===== config.mk =====
export PLATFORM = sky130hd
export DESIGN_NAME = vppe_ctrl
export DESIGN_NICKNAME = d
export VERILOG_FILES = /design/src/vppe_pkg.sv /design/src/vppe_ctrl.sv
export SDC_FILE = /design/constraint.sdc
export NUM_CORES = 1
export LEC_CHECK = 0
export ABC_AREA = 1
export BUFFER_PORTS_ARGS = -buffer_cell sky130_fd_sc_hd__clkbuf_2
export CORE_AREA = 2 2 39 41
export DETAILED_ROUTE_END_ITERATION = 16
export DIE_AREA = 0 0 41 43
export GPL_ROUTABILITY_DRIVEN = 0
export GPL_TIMING_DRIVEN = 0
export HOLD_SLACK_MARGIN = 0.03
export PLACE_DENSITY_LB_ADDON = 0.15
export SLEW_MARGIN = 10
export SYNTH_ARGS = -nofsm -noshare
export SYNTH_HDL_FRONTEND = slang
export SYNTH_SLANG_ARGS = --single-unit
export TNS_END_PERCENT = 30

===== constraint.sdc =====
create_clock -name clk -period 1 [get_ports clk]
set_input_delay 0.05 -clock clk [delete_from_list [all_inputs] [get_ports clk]]
set_output_delay 0.05 -clock clk [all_outputs]
set_load 0.05 [all_outputs]

===== src/vppe_pkg.sv =====
// Shared types, codes and constants of the pixel plot engine.
package vppe_pkg;

  // Default depth of the frame store in 32-bit words
  localparam int unsigned FRAME_WORDS_DEF = 65536;

  // Field widths
  localparam int unsigned COORD_W = 10;
  localparam int unsigned COLOR_W = 8;
  localparam int unsigned ADDR_W  = 16;
  localparam int unsigned WORD_W  = 32;
  localparam int unsigned LANES   = WORD_W / 8;

  // Screen geometry
  localparam logic [COORD_W-1:0] CHUNKY_W = 10'd320;
  localparam logic [COORD_W-1:0] CHUNKY_H = 10'd200;
  localparam logic [COORD_W-1:0] PLANAR_W = 10'd640;
  localparam logic [COORD_W-1:0] PLANAR_H = 10'd480;

  // Last word touched by a fill in each mode
  localparam logic [ADDR_W-1:0] CHUNKY_LAST = 16'd63999;
  localparam logic [ADDR_W-1:0] PLANAR_LAST = 16'd38399;

  localparam logic [7:0] FILL_COLOR = 8'h0F;
  localparam logic [7:0] BIT_MSB    = 8'h80;

  // Graphics mode register codes
  localparam logic [1:0] MODE_TEXT   = 2'd0;
  localparam logic [1:0] MODE_CHUNKY = 2'd1;
  localparam logic [1:0] MODE_PLANAR = 2'd2;

  // Request types
  localparam logic REQ_PLOT = 1'b0;
  localparam logic REQ_FILL = 1'b1;

  // Result status codes
  typedef enum logic [1:0] {
    STS_WRITTEN  = 2'd0,
    STS_CLIPPED  = 2'd1,
    STS_REJECTED = 2'd2,
    STS_FILLED   = 2'd3
  } status_t;

  // Frame store write source
  typedef enum logic [1:0] {
    WR_NONE,
    WR_CLEAR,
    WR_FILL,
    WR_PLOT
  } wr_sel_t;

  // Controller to datapath commands
  typedef struct packed {
    logic    load_req;
    wr_sel_t wr_sel;
    logic    cnt_inc;
    logic    cnt_clr;
    logic    out_load;
    status_t out_status;
  } cmd_t;

  // Datapath to controller status
  typedef struct packed {
    logic is_text;
    logic is_fill;
    logic clipped;
    logic planar;
    logic fill_last;
    logic clear_last;
  } stat_t;

endpackage


===== src/vppe_ctrl.sv =====
// Controller: sequences clearing, plots and fills, and owns both handshakes.
module vppe_ctrl (
  input  logic            clk,
  input  logic            rst_n,
  input  logic            in_valid,
  output logic            in_ready,
  output logic            out_valid,
  input  logic            out_ready,
  input  vppe_pkg::stat_t stat,
  output vppe_pkg::cmd_t  cmd
);

  typedef enum logic [2:0] {
    S_CLEAR,
    S_IDLE,
    S_EXEC,
    S_MODIFY,
    S_FILL,
    S_FILL_DONE
  } state_t;

  state_t state_r;
  state_t state_nxt;
  logic   out_valid_r;
  logic   out_valid_nxt;
  logic   slot_free;

  assign slot_free = !out_valid_r || out_ready;
  assign in_ready  = (state_r == S_IDLE);
  assign out_valid = out_valid_r;

  // Decode commands and next state
  always_comb begin
    state_nxt      = state_r;
    cmd            = '0;
    cmd.wr_sel     = vppe_pkg::WR_NONE;
    cmd.out_status = vppe_pkg::STS_WRITTEN;
    unique case (state_r)
      S_CLEAR: begin
        cmd.wr_sel = vppe_pkg::WR_CLEAR;
        if (stat.clear_last) begin
          cmd.cnt_clr = 1'b1;
          state_nxt   = S_IDLE;
        end else begin
          cmd.cnt_inc = 1'b1;
        end
      end
      S_IDLE: begin
        if (in_valid) begin
          cmd.load_req = 1'b1;
          state_nxt    = S_EXEC;
        end
      end
      S_EXEC: begin
        priority if (stat.is_text) begin
          if (slot_free) begin
            cmd.out_load   = 1'b1;
            cmd.out_status = vppe_pkg::STS_REJECTED;
            state_nxt      = S_IDLE;
          end
        end else if (stat.is_fill) begin
          state_nxt = S_FILL;
        end else if (stat.clipped) begin
          if (slot_free) begin
            cmd.out_load   = 1'b1;
            cmd.out_status = vppe_pkg::STS_CLIPPED;
            state_nxt      = S_IDLE;
          end
        end else if (stat.planar) begin
          state_nxt = S_MODIFY;
        end else begin
          if (slot_free) begin
            cmd.wr_sel   = vppe_pkg::WR_PLOT;
            cmd.out_load = 1'b1;
            state_nxt    = S_IDLE;
          end
        end
      end
      S_MODIFY: begin
        if (slot_free) begin
          cmd.wr_sel   = vppe_pkg::WR_PLOT;
          cmd.out_load = 1'b1;
          state_nxt    = S_IDLE;
        end
      end
      S_FILL: begin
        cmd.wr_sel = vppe_pkg::WR_FILL;
        if (stat.fill_last) begin
          state_nxt = S_FILL_DONE;
        end else begin
          cmd.cnt_inc = 1'b1;
        end
      end
      S_FILL_DONE: begin
        if (slot_free) begin
          cmd.cnt_clr    = 1'b1;
          cmd.out_load   = 1'b1;
          cmd.out_status = vppe_pkg::STS_FILLED;
          state_nxt      = S_IDLE;
        end
      end
      default: begin
        state_nxt = S_IDLE;
      end
    endcase
  end

  // Set on a new result, drop when the transaction completes
  always_comb begin
    out_valid_nxt = out_valid_r;
    if (out_valid_r && out_ready) begin
      out_valid_nxt = 1'b0;
    end
    if (cmd.out_load) begin
      out_valid_nxt = 1'b1;
    end
  end

  always_ff @(posedge clk) begin
    if (!rst_n) begin
      state_r     <= S_CLEAR;
      out_valid_r <= 1'b0;
    end else begin
      state_r     <= state_nxt;
      out_valid_r <= out_valid_nxt;
    end
  end

endmodule


==> summary.md <==
| Metric | Value |
|---|---|
| Status | `complete, but fails checks` |
| Failing checks | `negative setup slack` |
| Synthesized Nets | `84` |
| CTS Buf Count | `3` |
| Die W | `41 microns` |
| Drt total wl | `1.355 mm` |
| Clk Tree Root Cell | `clkbuf_4` |
| Slew HR | `0.8188` |
| Min-delay worst type | `in -> reg` |
| Syn avg cell area | `5.783 sq um` |
| Vias in the first global route | `~560` |
| Starting Density | `0.3092` |
| Layout cells sized above 1 | `0.5981` |
| H-tree depth | `1` |
| Synth area leaders | `dfxtp_1, nand2_1, nand3_1` |
| Crit path arrival time | `between 1 and 1.5 ns` |
| Cells after synthesis | `74` |
| Peak VDD IR | `~760 uV` |
| CP Launch Type | `flip-flop` |
| # diodes | `0` |
| F_max | `approximately 760 MHz` |
| Pre-CTS setup slack | `-0.3645 ns` |
| Setup ws final | `-0.3195 ns` |
| Clk sinks | `4` |
| Final ANT Viol Nets | `0` |
| Clk Latency, worst-skew pair | `around 0.23 ns` |
| #FFs+latches synth | `4` |
| Setup violations, final | `13` |
| Crit path cell chain | `inv_1 -> nor2_2 -> nor2_1 -> nand4_1 -> nand3_2 -> buf_8` |
| Ratio of final minimum period to clock period | `1.319` |
| Synth Area in XOR/XNOR | `0` |
| Adder-cell area share of the yosys netlist | `0` |
| First drt pass iteration count | `4` |
| Worst EP required | `roughly 0.95 ns` |
| Least-Margin Pin Slew | `roughly 0.27 ns` |
| I/O Buffers | `19` |
| CTS tree | `built` |
| Cell taking the most area after synthesis | `dfxtp_1` |
| Slowest-stage cell, CP | `dfxtp_4` |
| CP top delay family | `simple AND/OR/NAND/NOR gates` |
| Sequential area share after synthesis | `0.1871` |
| Clock transition at path regs | `roughly 0.04 ns` |
| Rows | `14` |
| Mux contribution to synthesized area | `0` |
| Yosys top cell area share | `0.1871` |
| WHS | `around 0.15 ns` |
| Clk_skew | `roughly 0.0041 ns` |
| IO Pins | `20` |
| NumNets Final | `118` |
| Routed via count | `588` |
| Pwr/cell area | `about 1100 mW/mm^2` |
| First-pass GRT wire length | `a little over 2 mm` |
| CORE AREA | `around 0.0014 sq mm` |
| Wire per inst | `approximately 11 microns` |
| CP max FO | `4` |
| Leakage | `0.4525 nW` |
| Max-slew violation count | `0` |
| Fin. Hold Viols | `0` |
| Area fraction in compound gates after synthesis | `0.1491` |
| CP Capture Type | `output pin` |
| WP buf/inv | `2` |
| Cell variety after synth | `18` |
| Yosys warning count | `0` |
| DPL Wire Length | `about 840 microns` |
| Via density per instance | `~4.8` |
| Area growth from synthesis to layout | `112.6%` |
| DRC | `0` |
| Initial antenna violation count | `0` |
| Initial DRC count | `16` |
| Total grt overflow | `0` |
| Largest net degree at the start of global routing | `8` |
| Die ar. | `0.001763 sq mm` |
| Post-Syn Area | `around 430 sq um` |
| CTS Buffer Depth | `2` |
| Simple-Gate Fraction of Synth Area | `0.4883` |
| Max-Cap Viols | `0` |
| Unrepaired setup endpoints after global routing | `true` |
| Minimum clock period | `between 1 and 1.5 ns` |
| Total GRT Usage | `0.1628` |
| Main combinational cell family by area after synthesis | `simple AND/OR/NAND/NOR gates` |
| Critical path's largest stage delay | `around 0.35 ns` |
| Critical path class | `reg -> out` |
| Die Y | `around 43 microns` |
-- Yosys cell counts, drive strengths merged --
master,count
nand2,18
a21oi,3
dfxtp,4
o21ai,6
o211ai,2
nand4,2
nor2,10
buf,2
nand3,11
inv,15
nor3,1
-- state kept, by name, indices dropped and copies added (netlist names) --
signal	count
out_valid	1
state_r	3
-- area by class of cell --
type / instances / area [sq um]
Timing Repair Buffer: 31 / 295.3
Fill cell: 119 / 474.2
Sequential cell: 4 / 95.09
Clock buffer: 4 / 26.28
Inverter: 15 / 68.82
Tap cell: 16 / 20.02
Multi-Input combinational cell: 53 / 404.1
-- layout by cell type, fill, tap and decap left out --
| cell type | count |
|---|---|
| nand3_2 | 5 |
| nand2_2 | 2 |
| inv_2 | 1 |
| nor2_8 | 1 |
| buf_4 | 11 |
| clkbuf_4 | 3 |
| buf_8 | 5 |
| clkbuf_8 | 2 |
| o21ai_4 | 3 |
| nand3_4 | 2 |
| o21ai_1 | 1 |
| clkbuf_16 | 2 |
| inv_4 | 1 |
| inv_1 | 11 |
| clkbuf_2 | 10 |
| nand2_1 | 13 |
| dfxtp_4 | 4 |
| nor2_4 | 2 |
| nor2_2 | 2 |
| o211ai_1 | 2 |
| nand3_1 | 4 |
| a21oi_2 | 2 |
| a21oi_1 | 1 |
| nor3_4 | 1 |
| dlygate4sd3_1 | 1 |
| nor2_1 | 5 |
| inv_6 | 2 |
| nand4_1 | 2 |
| o21ai_0 | 2 |
| nand2_4 | 3 |
| clkbuf_1 | 1 |
-- per-stage QoR --
| stage | power (mW) | instances | setup TNS, ns | area (sq um) | util |
|---|---|---|---|---|---|
| after detailed placement | 0.6288 | 109 | -2.175 | 625.6 | 0.4521 |
| final | 1.012 | 123 | -3.079 | 909.6 | 0.6573 |
| after global placement | 0.6278 | 109 | -2.145 | 625.6 | 0.4521 |
| after floorplan | 0.5473 | 74 | -1.033 | 510.5 | - |
| after CTS | 0.9869 | 122 | -3.377 | 873.3 | 0.6311 |
| after global routing | 1.074 | 123 | -3.857 | 909.6 | 0.6573 |
-- what timing repair did --
item / in CTS / in global routing
hold buffers: 1 / 0
pin swaps: 5 / 6
setup endpoints to repair: 13 / 13
hold endpoints to repair: 1 / 0
gates cloned: 0 / 0
gates resized for setup: 35 / 12
buffers inserted: 9 / 3
-- cell families after synthesis --
group           count (synthesis)
buf+inv                        17
compound gates                 11
simple gates                   42
flops                           4
-- power breakdown --
| group | switching (mW) | internal (mW) | leakage [nW] |
|---|---|---|---|
| registers | 0.0285 | 0.173 | 0.0356 |
| clock network | 0.0639 | 0.150 | 0.0150 |
| logic | 0.352 | 0.245 | 0.402 |
-- layer usage --
layer,GRT usage,vias up,wire length (microns)
li1,-,303,-
met3,0.01571,2,31
met4,0.08000,0,14
met1,0.1968,272,527
met5,0,-,0
met2,0.2688,11,781
-- worst register-to-register path, stage by stage (launching register included) --
cell and delay, ns:
dfxtp_4 0.38, inv_6 0.05, nand3_4 0.10, nor2_4 0.05
buf_4 0.12, buf_4 0.12, buf_4 0.12, nand2_2 0.05
nand2_1 0.05, nand2_1 0.07, nor2_1 0.03
-- worst paths after layout --
path                           start                      end  slack, ns  cells past startpoint
max           out_valid$_SDFFE_PN0P_                   cmd[6]      -0.32                      6
max reg2reg  state_r[2]$_SDFFE_PN0P_  state_r[1]$_SDFFE_PN0P_      -0.25                     10
min reg2reg  state_r[0]$_SDFFE_PN0P_  state_r[1]$_SDFFE_PN0P_       0.66                      4
min                         in_valid  state_r[0]$_SDFFE_PN0P_       0.15                      4
(Power assumes the default switching activity.)
